## config.mk

```make
export PLATFORM = sky130hd
export DESIGN_NAME = ihp_front
export DESIGN_NICKNAME = d
export VERILOG_FILES = /design/src/rtl/ihp_pkg.sv /design/src/rtl/ihp_front.sv
export SDC_FILE = /design/constraint.sdc
export NUM_CORES = 1
export LEC_CHECK = 0
export ABC_AREA = 1
export BUFFER_PORTS_ARGS = -buffer_cell sky130_fd_sc_hd__buf_2
export CAP_MARGIN = 20
export CORE_AREA = 2 2 107 99
export CTS_CLUSTER_DIAMETER = 60
export CTS_CLUSTER_SIZE = 16
export DETAILED_ROUTE_END_ITERATION = 7
export DIE_AREA = 0 0 109 101
export GPL_TIMING_DRIVEN = 0
export HOLD_SLACK_MARGIN = 0.02
export PLACE_DENSITY = 0.55
export SKIP_LAST_GASP = 1
export SLEW_MARGIN = 20
export SYNTH_ARGS = -nofsm -noshare
export SYNTH_HDL_FRONTEND = slang
export SYNTH_SLANG_ARGS = --single-unit
```

## constraint.sdc

```tcl
create_clock -name clock -period 3.1 [get_ports clock]
set_input_delay 0.31 -clock clock [delete_from_list [all_inputs] [get_ports clock]]
set_output_delay 0.31 -clock clock [all_outputs]
set_load 0.005 [all_outputs]
```

## src/rtl/ihp_pkg.sv

```systemverilog
`timescale 1ns / 1ps
package ihp_pkg;

   localparam int KEY_W     = 10;
   localparam int VALUE_W   = 32;
   localparam int COUNT_W   = 11;
   localparam int KEY_SPACE = 1024;
   localparam int SLOT_W    = VALUE_W + KEY_W;

   typedef enum logic [1:0] {
      ERR_NONE    = 2'd0,
      ERR_FULL    = 2'd1,
      ERR_PRESENT = 2'd2,
      ERR_ABSENT  = 2'd3
   } err_type;

   typedef enum logic {
      MODE_PUSH   = 1'b0,
      MODE_MODIFY = 1'b1
   } mode_type;

   typedef enum logic [3:0] {
      ST_CLEAR,
      ST_IDLE,
      ST_LOOK,
      ST_OLD,
      ST_UP,
      ST_UP_CMP,
      ST_DOWN,
      ST_DN_L,
      ST_DN_R,
      ST_FINAL,
      ST_DONE
   } state_type;

   typedef struct packed {
      mode_type          mode;
      logic [KEY_W-1:0]  key;
      logic [VALUE_W-1:0] value;
   } item_type;

   typedef struct packed {
      logic [VALUE_W-1:0] min_value;
      logic [KEY_W-1:0]   min_key;
      logic [COUNT_W-1:0] entry_count;
      logic               has_entries;
      err_type            error;
   } result_type;

endpackage

```

## src/rtl/ihp_front.sv

```systemverilog
`timescale 1ns / 1ps
module ihp_front (
   input  logic              clock,
   input  logic              reset,
   input  logic              in_valid,
   output logic              in_ready,
   input  ihp_pkg::item_type in_item,
   output logic              out_valid,
   input  logic              out_pop,
   output ihp_pkg::item_type out_item
);

   ihp_pkg::item_type q_ff [2];
   logic              wr_ptr_ff, wr_ptr_in;
   logic              rd_ptr_ff, rd_ptr_in;
   logic [1:0]        count_ff, count_in;
   logic              push;
   logic              pop;

   assign in_ready  = (count_ff != 2'd2);
   assign out_valid = (count_ff != 2'd0);
   assign out_item  = q_ff[rd_ptr_ff];
   assign push      = in_valid && in_ready;
   assign pop       = out_pop && out_valid;

   always_comb begin
      wr_ptr_in = wr_ptr_ff ^ push;
      rd_ptr_in = rd_ptr_ff ^ pop;
      count_in  = count_ff + 2'(push) - 2'(pop);
   end

   always_ff @(posedge clock) begin
      if (reset) begin
         wr_ptr_ff <= 1'b0;
         rd_ptr_ff <= 1'b0;
         count_ff  <= 2'd0;
      end else begin
         wr_ptr_ff <= wr_ptr_in;
         rd_ptr_ff <= rd_ptr_in;
         count_ff  <= count_in;
      end
   end

   always_ff @(posedge clock) begin
      if (push) begin
         q_ff[wr_ptr_ff] <= in_item;
      end
   end

endmodule

```

==> flow_summary.ini, run 1 <==
[drt]
drc = 0
antenna_left = 0
drt_wl_total_um = 6250
wl_per_cell_um = 12.6
vias = 2090
first_pass_iters = 4
first_iter_violations = 55
via_per_inst = 4.23

[layout]
seq_area_um2 = 2660
fin_nets = 410
num-fill-cells = 955
n_antenna_cell = 0
syn_to_final_growth_pct = 26.4
layout-drive-gt1-share = 0.342
multi_input_area_um2 = 636
instances_no_fill = 494
stdcell_area_um2 = 4290

[yosys]
synth_cell_types = 19
synth_ff_type = edfxtp_1
synth_edf_count = 86
syn_area_um2 = 3390
synthArstFlopShare = 0
synth_top_area_frac = 0.761
syn_nets = 307
avgSynthCellArea_um2 = 13.2
yosysWarnings = 0
synth.area.top_cells = edfxtp_1 (76%), nand2_1 (15%), dfxtp_1 (2.4%)
synth_most_common_cell = nand2_1
syn-instance-count = 258
ys_top_cells_by_count = nand2_1 (133), edfxtp_1 (86), inv_1 (9), nor2_1 (5)
ys_seq_elements = 90
yosysTopAreaCell = edfxtp_1
synth_seq_area_share = 0.785

[worst_setup_path]
path_max_fanout = 25
path_class = flop to flop
start_kind = flop
cp.required_ns = 3.15
cp-end-kind = flop
arrival_ns = 1.72

[cts]
insertion_delay_ns = 0.34
cts_buffers = 9
holdBufCountCts = 0
htree_levels = 3
ctsResizeCount = 0
clk_pin_slew_worst_paths_ns = 0.09
cts_tree = built
ctsLongestPathBuffers = 2
cts_setup_buffers = 0
cts-root-buf = clkbuf_8
cts.sinks = 90

[place]
pre_cts_slack_ns = 1.40
place_area_um2 = 4050
place.gp.congestion = 0.693
placed_cells = 479
dp_hpwl_um = 4070
io_buffers = 91

[floorplanning]
die-area_um2 = 11000
start_util = 0.341
die_w_um = 109
row_count = 35
ios = 92
core_um2 = 9940
die_h_um = 101

[sta]
tightest_slew_ns = 0.639
skew_ns = 0.00843
setup_ws_ns = 1.43
fin_crit_ns = 1.67
finalMaxSlewViolations = 0
rsz0062_at_grt = no
max_slew_margin = 0.574
max_freq_mhz = 599
final.setup.tns_ns = 0
period_share = 0.539
setup_viol = 0
final-hold-violation-count = 0

[global_route]
grt_pass1_vias = 1995
grt_max_degree = 44
grt_first_pass_wirelength_um = 9830
grt_overflow = 0
antenna_found_initial = 0
grt_use_total = 0.120

[run]
drv_cap = 0

[power_and_ir_drop]
vdd_drop_max_uv = 322
p_leak_nw = 1.84
p_total_mw = 3.50
p_per_area_nw_per_um2 = 815

[worst_hold_path]
hold_class = input port to flop

[status]
status = finished, final reports clean
-- layout by cell type (no fill, tap or decap), types with 2 or more instances in the layout --
cell type    n
bufinv_16    3
buf_4        2
clkbuf_8     9
nand2_1    133
dfxtp_1      4
edfxtp_1    86
inv_1        9
nor2_4       2
nor2_1       4
buf_2       94
buf_6        4
-- per-stage QoR --
step,util,hold slack [ns]
floorplan,-,0.377
global placement,0.403,0.497
detailed placement,0.407,0.501
CTS,0.431,0.123
global route,0.431,0.115
finish,0.431,0.142
-- state kept, by name, indices dropped and copies added, names as in the netlist --
name       flops
rd_ptr_ff      1
count_ff       2
wr_ptr_ff      1
q_ff          86
-- layer usage --
metal | global-route usage | part of all wire | vias up
met5 | 0 | 0 | -
met2 | 0.200 | 0.48 | 69
li1 | - | - | 1060
met1 | 0.145 | 0.44 | 952
met4 | 0.0503 | 0.016 | 0
met3 | 0.0375 | 0.065 | 9
-- area by class of cell --
type,count,share of cell area
Tap cell,129,0.0376
Inverter,10,0.00933
Clock inverter,6,0.0268
Clock buffer,9,0.0289
Timing Repair Buffer,92,0.111
Buffer,9,0.0175
Multi-Input combinational cell,149,0.148
Sequential cell,90,0.621
-- where the power goes --
part	switching [mW]	internal (mW)
logic	0.559	0.377
registers	0.0526	1.58
clock network	0.394	0.535
total	1.01	2.49
-- worst max-delay path, cell delays in order, from the launching register on --
cell     delay, ns
dfxtp_1       0.38
inv_1         0.06
nand2_2       0.08
nand2_4       0.08
nor2_4        0.49
buf_12        0.27
-- kinds of logic (layout without fill, tap and decap cells) --
kind of cell / after synthesis / after routing / synth area share
fa+ha+maj: 2 / 2 / 0.00737
simple gates: 144 / 144 / 0.167
flops: 90 / 90 / 0.785
xor+xnor: 1 / 1 / 0.00258
compound gates: 2 / 2 / 0.00406
buf+inv: 19 / 126 / 0.0339
-- worst paths after layout --
check / from / end / slack [ns] / depth (start not counted)
min reg2reg: count_ff[0] / count_ff[0] / 0.65 / 3
max: count_ff[0] / q_ff[1][8] / 1.43 / 5
min: in_item[39] / q_ff[0][39] / 0.14 / 1
max reg2reg: count_ff[0] / q_ff[1][8] / 1.43 / 5
(Power assumes the default switching activity.)
==> run 2, diff against run 1 <==
--- a/config.mk
+++ b/config.mk
@@ -15,7 +15,7 @@
 export DIE_AREA = 0 0 109 101
 export GPL_TIMING_DRIVEN = 0
 export HOLD_SLACK_MARGIN = 0.02
-export PLACE_DENSITY = 0.55
+export PLACE_DENSITY = 0.57
 export SKIP_LAST_GASP = 1
 export SLEW_MARGIN = 20
 export SYNTH_ARGS = -nofsm -noshare
==> constraint.sdc (replaced) <==
create_clock -name clock -period 1.35 [get_ports clock]
set_input_delay 0.135 -clock clock [delete_from_list [all_inputs] [get_ports clock]]
set_output_delay 0.135 -clock clock [all_outputs]
set_load 0.005 [all_outputs]
==> flow_summary.ini, run 2 (synthesis gave the netlist of run 1 again) <==
[cts]
ctsLongestPathBuffers = 2
clk_pin_slew_worst_paths_ns = 0.08
cts_buffers = 9
cts.sinks = 90
cts_tree = built
htree_levels = 3
insertion_delay_ns = 0.35
cts-root-buf = clkbuf_8

[sta]
final-hold-violation-count = 0
max_slew_margin = 0.741
period_share = 1.05
finalMaxSlewViolations = 0
tightest_slew_ns = 0.388
fin_crit_ns = 1.42
skew_ns = 0.00947
setup_ws_ns = -0.0656
max_freq_mhz = 706
rsz0062_at_grt = yes
setup_viol = 80

[global_route]
grt_pass1_vias = 2210
grt_overflow = 0
grt_first_pass_wirelength_um = 11200
antenna_found_initial = 0
grt_max_degree = 23
grt_use_total = 0.141

[layout]
n_antenna_cell = 0
layout-drive-gt1-share = 0.386
final_cell_mix = nand2_1 (116), buf_2 (89), edfxtp_1 (86), dlygate4sd3_1 (44), nand2_2 (14)
syn_to_final_growth_pct = 51.8
reg_top3 = q_ff (86), count_ff (2)
largest_reg_flops = 86
multi_input_area_um2 = 754
largest-register = q_ff
layout_commonest_cell = nand2_1
fin_nets = 472
num-fill-cells = 874
stdcell_area_um2 = 5150
seq_area_um2 = 2670

[floorplanning]
die_w_um = 109
start_util = 0.341
die_h_um = 101
row_count = 35
ios = 92
core_um2 = 9940
die-area_um2 = 11000

[worst_setup_path]
cp.required_ns = 1.22
arrival_ns = 1.28
start_kind = flop
cp-end-kind = output port
path_max_fanout = 8
worstRegToRegCells = 11
path_class = flop to output port

[power_and_ir_drop]
p_total_mw = 9.02
power_frac_comb = 0.361
p_clk_frac = 0.216
switching_power_mw = 2.72
p_int_mw = 6.30
seq_power_share = 0.422
p_per_area_nw_per_um2 = 1750
swShare = 0.302
vdd_drop_max_uv = 671
p_leak_nw = 2.18

[status]
violations = setup timing
status = complete, but fails checks

[place]
place.gp.congestion = 0.650
place_area_um2 = 4060
io_buffers = 91
dp_hpwl_um = 3940

[drt]
antenna_left = 0
vias = 2323
via_per_inst = 4.17
drc = 0
wl_per_cell_um = 13.7
drt_wl_total_um = 7640
first_iter_violations = 71
first_pass_iters = 6

[run]
drv_cap = 0

[worst_hold_path]
hold_class = input port to flop
hold_depth = 4
-- run 2: final cells by class --
type | instances | area share
clock buffers | 12 | 0.0262
flip-flops and latches | 90 | 0.518
plain buffers | 9 | 0.0270
inverters | 10 | 0.0104
repair buffers | 153 | 0.225
multi-input cells | 150 | 0.146
well taps | 129 | 0.0313
clock inverters | 4 | 0.0148
-- run 2: through the flow --
stage	util	TNS, ns	hold WS, ns	cells	worst slack (ns)
after global placement	0.406	-39.74	0.322	478	-0.674
after CTS	0.496	-2.44	0.165	550	-0.0923
after global routing	0.518	-8.55	0.185	557	-0.169
after floorplan	-	-11.25	0.199	258	-0.239
after detailed placement	0.408	-22.88	0.327	479	-0.381
final	0.518	-2.61	0.201	557	-0.0656
-- run 2: metal layers --
metal,GRT usage,up-vias,share of wire
li1,-,1193,-
met1,0.174,1055,0.43
met5,0,-,0
met3,0.0310,11,0.047
met4,0.0552,0,0.016
met2,0.239,64,0.50
-- run 2: worst max-delay path: stages, from the launching register on --
cell and delay (ns):
dfxtp_2 0.35, buf_12 0.15, inv_16 0.05, clkbuf_16 0.15
nand2_2 0.05, nand2_1 0.06, buf_2 0.13
-- run 2: timing repair --
item                                   4_1_cts  5_1_grt
hold buffers                                44        0
setup endpoints to repair                  129       84
setup buffers                               10        3
gates resized for setup                     30       30
endpoints found under the hold margin       88        0
cloned                                       1        4
pin swaps                                    6        8
-- run 2: power groups by stage --
stage	clock network (mW)	registers, mW	logic (mW)
finish	1.95	3.81	3.26
global route	2.13	3.85	3.62
CTS	2.01	3.78	2.81
detailed placement	0	3.82	2.25
global placement	0	3.81	2.20
floorplan	0	3.79	1.29
-- run 2: final timing paths --
path	start	endpoint	slack, ns
worst max-delay path	rd_ptr_ff	out_item[40]	-0.07
worst min-delay path	out_pop	rd_ptr_ff	0.20
worst max register to register	count_ff[0]	count_ff[1]	-0.06
worst min register to register	count_ff[1]	count_ff[1]	0.72
==> run 3, diff against run 2 <==
--- a/config.mk
+++ b/config.mk
@@ -15,7 +15,7 @@
 export DIE_AREA = 0 0 109 101
 export GPL_TIMING_DRIVEN = 0
 export HOLD_SLACK_MARGIN = 0.02
-export PLACE_DENSITY = 0.57
+export PLACE_DENSITY = 0.55
 export SKIP_LAST_GASP = 1
 export SLEW_MARGIN = 20
 export SYNTH_ARGS = -nofsm -noshare
==> constraint.sdc (replaced) <==
create_clock -name clock -period 1.45 [get_ports clock]
set_input_delay 0.145 -clock clock [delete_from_list [all_inputs] [get_ports clock]]
set_output_delay 0.145 -clock clock [all_outputs]
set_load 0.005 [all_outputs]
==> flow_summary.ini, run 3 (synthesis gave the netlist of run 1 again) <==
[place]
place.gp.congestion = 0.752
io_buffers = 91
dp_hpwl_um = 4040

[cts]
clk_pin_slew_worst_paths_ns = 0.09
cts-root-buf = clkbuf_8
cts_tree = built
htree_levels = 3
cts.sinks = 90
cts_buffers = 9
insertion_delay_ns = 0.35
ctsLongestPathBuffers = 2

[global_route]
grt_use_total = 0.134
grt_overflow = 0
met2_usage = 0.228
grt_pass1_vias = 2298
antenna_found_initial = 0
grtUsageMet1 = 0.153
grt_max_degree = 23
busiest_layer = met2
grt_first_pass_wirelength_um = 10800
global_route.usage.met3 = 0.0562

[sta]
fin_crit_ns = 1.44
finalMaxSlewViolations = 0
rsz0062_at_grt = yes
tightest_slew_ns = 0.402
period_share = 0.996
max_slew_margin = 0.731
skew_ns = 0.00764
max_freq_mhz = 692
final.setup.tns_ns = 0
setup_viol = 0
final-hold-violation-count = 0

[run]
drv_cap = 0

[worst_setup_path]
arrival_ns = 1.30
cp-end-kind = output port
path_max_fanout = 8
cp_cell_sequence = buf_12 > inv_16 > clkbuf_16 > nand2_1 > nand2_1 > buf_2
cp_slowest_cell = dfxtp_2
r2r_end = count_ff[1]
worstRegToRegCells = 10
critPathTopFamily = buffers and inverters
path_class = flop to output port
cp.required_ns = 1.31
crit_top_cell = nand2_1
reg2reg_slack_ns = 0.08
start_kind = flop
cp_num_buf_inv = 4
slowest_delay_ns = 0.35
rr_startpoint = count_ff[0]

[floorplanning]
ios = 92
die-area_um2 = 11000
row_count = 35
start_util = 0.341
die_w_um = 109
core_um2 = 9940
die_h_um = 101

[power_and_ir_drop]
p_total_mw = 7.94
p_per_area_nw_per_um2 = 1580
p_leak_nw = 2.16
vdd_drop_max_uv = 862

[drt]
vias = 2330
antenna_left = 0
drt_wl_total_um = 7290
first_pass_iters = 4
drc = 0
first_iter_violations = 43
wl_per_cell_um = 13.2
via_per_inst = 4.21

[worst_hold_path]
min_to = count_ff[1]
hold_depth = 4
hold_class = input port to flop
min-delay-start = in_valid

[layout]
largest-register = q_ff
n_antenna_cell = 0
final_cell_mix = nand2_1 (130), buf_2 (91), edfxtp_1 (86), dlygate4sd3_1 (44), clkbuf_8 (9)
reg_top3 = q_ff (86), count_ff (2)
fin_nets = 469
largest_reg_flops = 86
layout_commonest_cell = nand2_1
syn_to_final_growth_pct = 48.1
layout-drive-gt1-share = 0.351
num-fill-cells = 876

[status]
status = finished, final reports clean
run 3: cell count changes in the layout (fill, tap and decap cells not counted), moves of 2 or more:
cell      before  now
clkbuf_1       3    0
clkinv_4       1    3
nand2_2       14    3
buf_4          8    5
buf_2         89   91
nand2_4        4    1
buf_12         7    4
clkinv_2       0    2
nand2_1      116  130
run 3: worst max path at each step:
stage	from	to	cells past startpoint
2_1_floorplan	count_ff[0]	q_ff[1][0]	4
3_3_place_gp	count_ff[1]	q_ff[1][8]	3
3_5_place_dp	count_ff[0]	q_ff[1][2]	5
4_1_cts	rd_ptr_ff	out_item[12]	5
5_1_grt	rd_ptr_ff	out_item[10]	6
6_report	rd_ptr_ff	out_item[39]	6
run 3: per-stage QoR:
stage | hold WS, ns | util | cells | setup WS [ns] | cell area [um^2]
3_5_place_dp | 0.337 | 0.408 | 479 | -0.294 | 4060
2_1_floorplan | 0.209 | - | 258 | -0.139 | 3420
3_3_place_gp | 0.333 | 0.406 | 478 | -0.563 | 4040
4_1_cts | 0.198 | 0.486 | 546 | -0.0172 | 4830
6_report | 0.200 | 0.506 | 554 | 0.00541 | 5030
5_1_grt | 0.200 | 0.506 | 554 | -0.0727 | 5030
run 3: report_power, final:
group,internal [mW],switching (mW)
Sequential,3.38,0.133
Combinational,1.33,1.44
Clock,0.793,0.859
run 3: cell type report:
type | count | area [um^2] | share of cell area
flip-flops and latches | 90 | 2670 | 0.531
repair buffers | 149 | 1120 | 0.224
multi-input cells | 150 | 683 | 0.136
well taps | 129 | 161 | 0.0321
plain buffers | 9 | 130 | 0.0259
clock buffers | 9 | 124 | 0.0246
clock inverters | 7 | 70.1 | 0.0139
inverters | 10 | 53.8 | 0.0107
repair inverters | 1 | 8.76 | 0.00174
run 3: worst register-to-register path: cells and delay by family, from the launching register on:
| family | cells | cell delay (ns) |
|---|---|---|
| and+or+nand+nor | 7 | 0.53 |
| adders and majority gates | 1 | 0.19 |
| DFF | 1 | 0.37 |
| xor gates and xnor gates | 1 | 0.13 |
| buffers and inverters | 1 | 0.05 |
run 3: per-layer routing:
layer  wire length [um]  vias to the layer above
met5                  0                        -
met4                 70                        0
met3                463                        6
met2               3560                       65
met1               3200                     1071
li1                   -                     1188
run 3: what timing repair did:
| item | in CTS | in global routing |
|---|---|---|
| endpoints found under the setup margin | 128 | 42 |
| hold buffers | 44 | 0 |
| pin swaps | 1 | 5 |
| resized for setup | 15 | 18 |
| gates cloned | 1 | 5 |
| setup buffers | 6 | 4 |
| hold endpoints to repair | 88 | 0 |
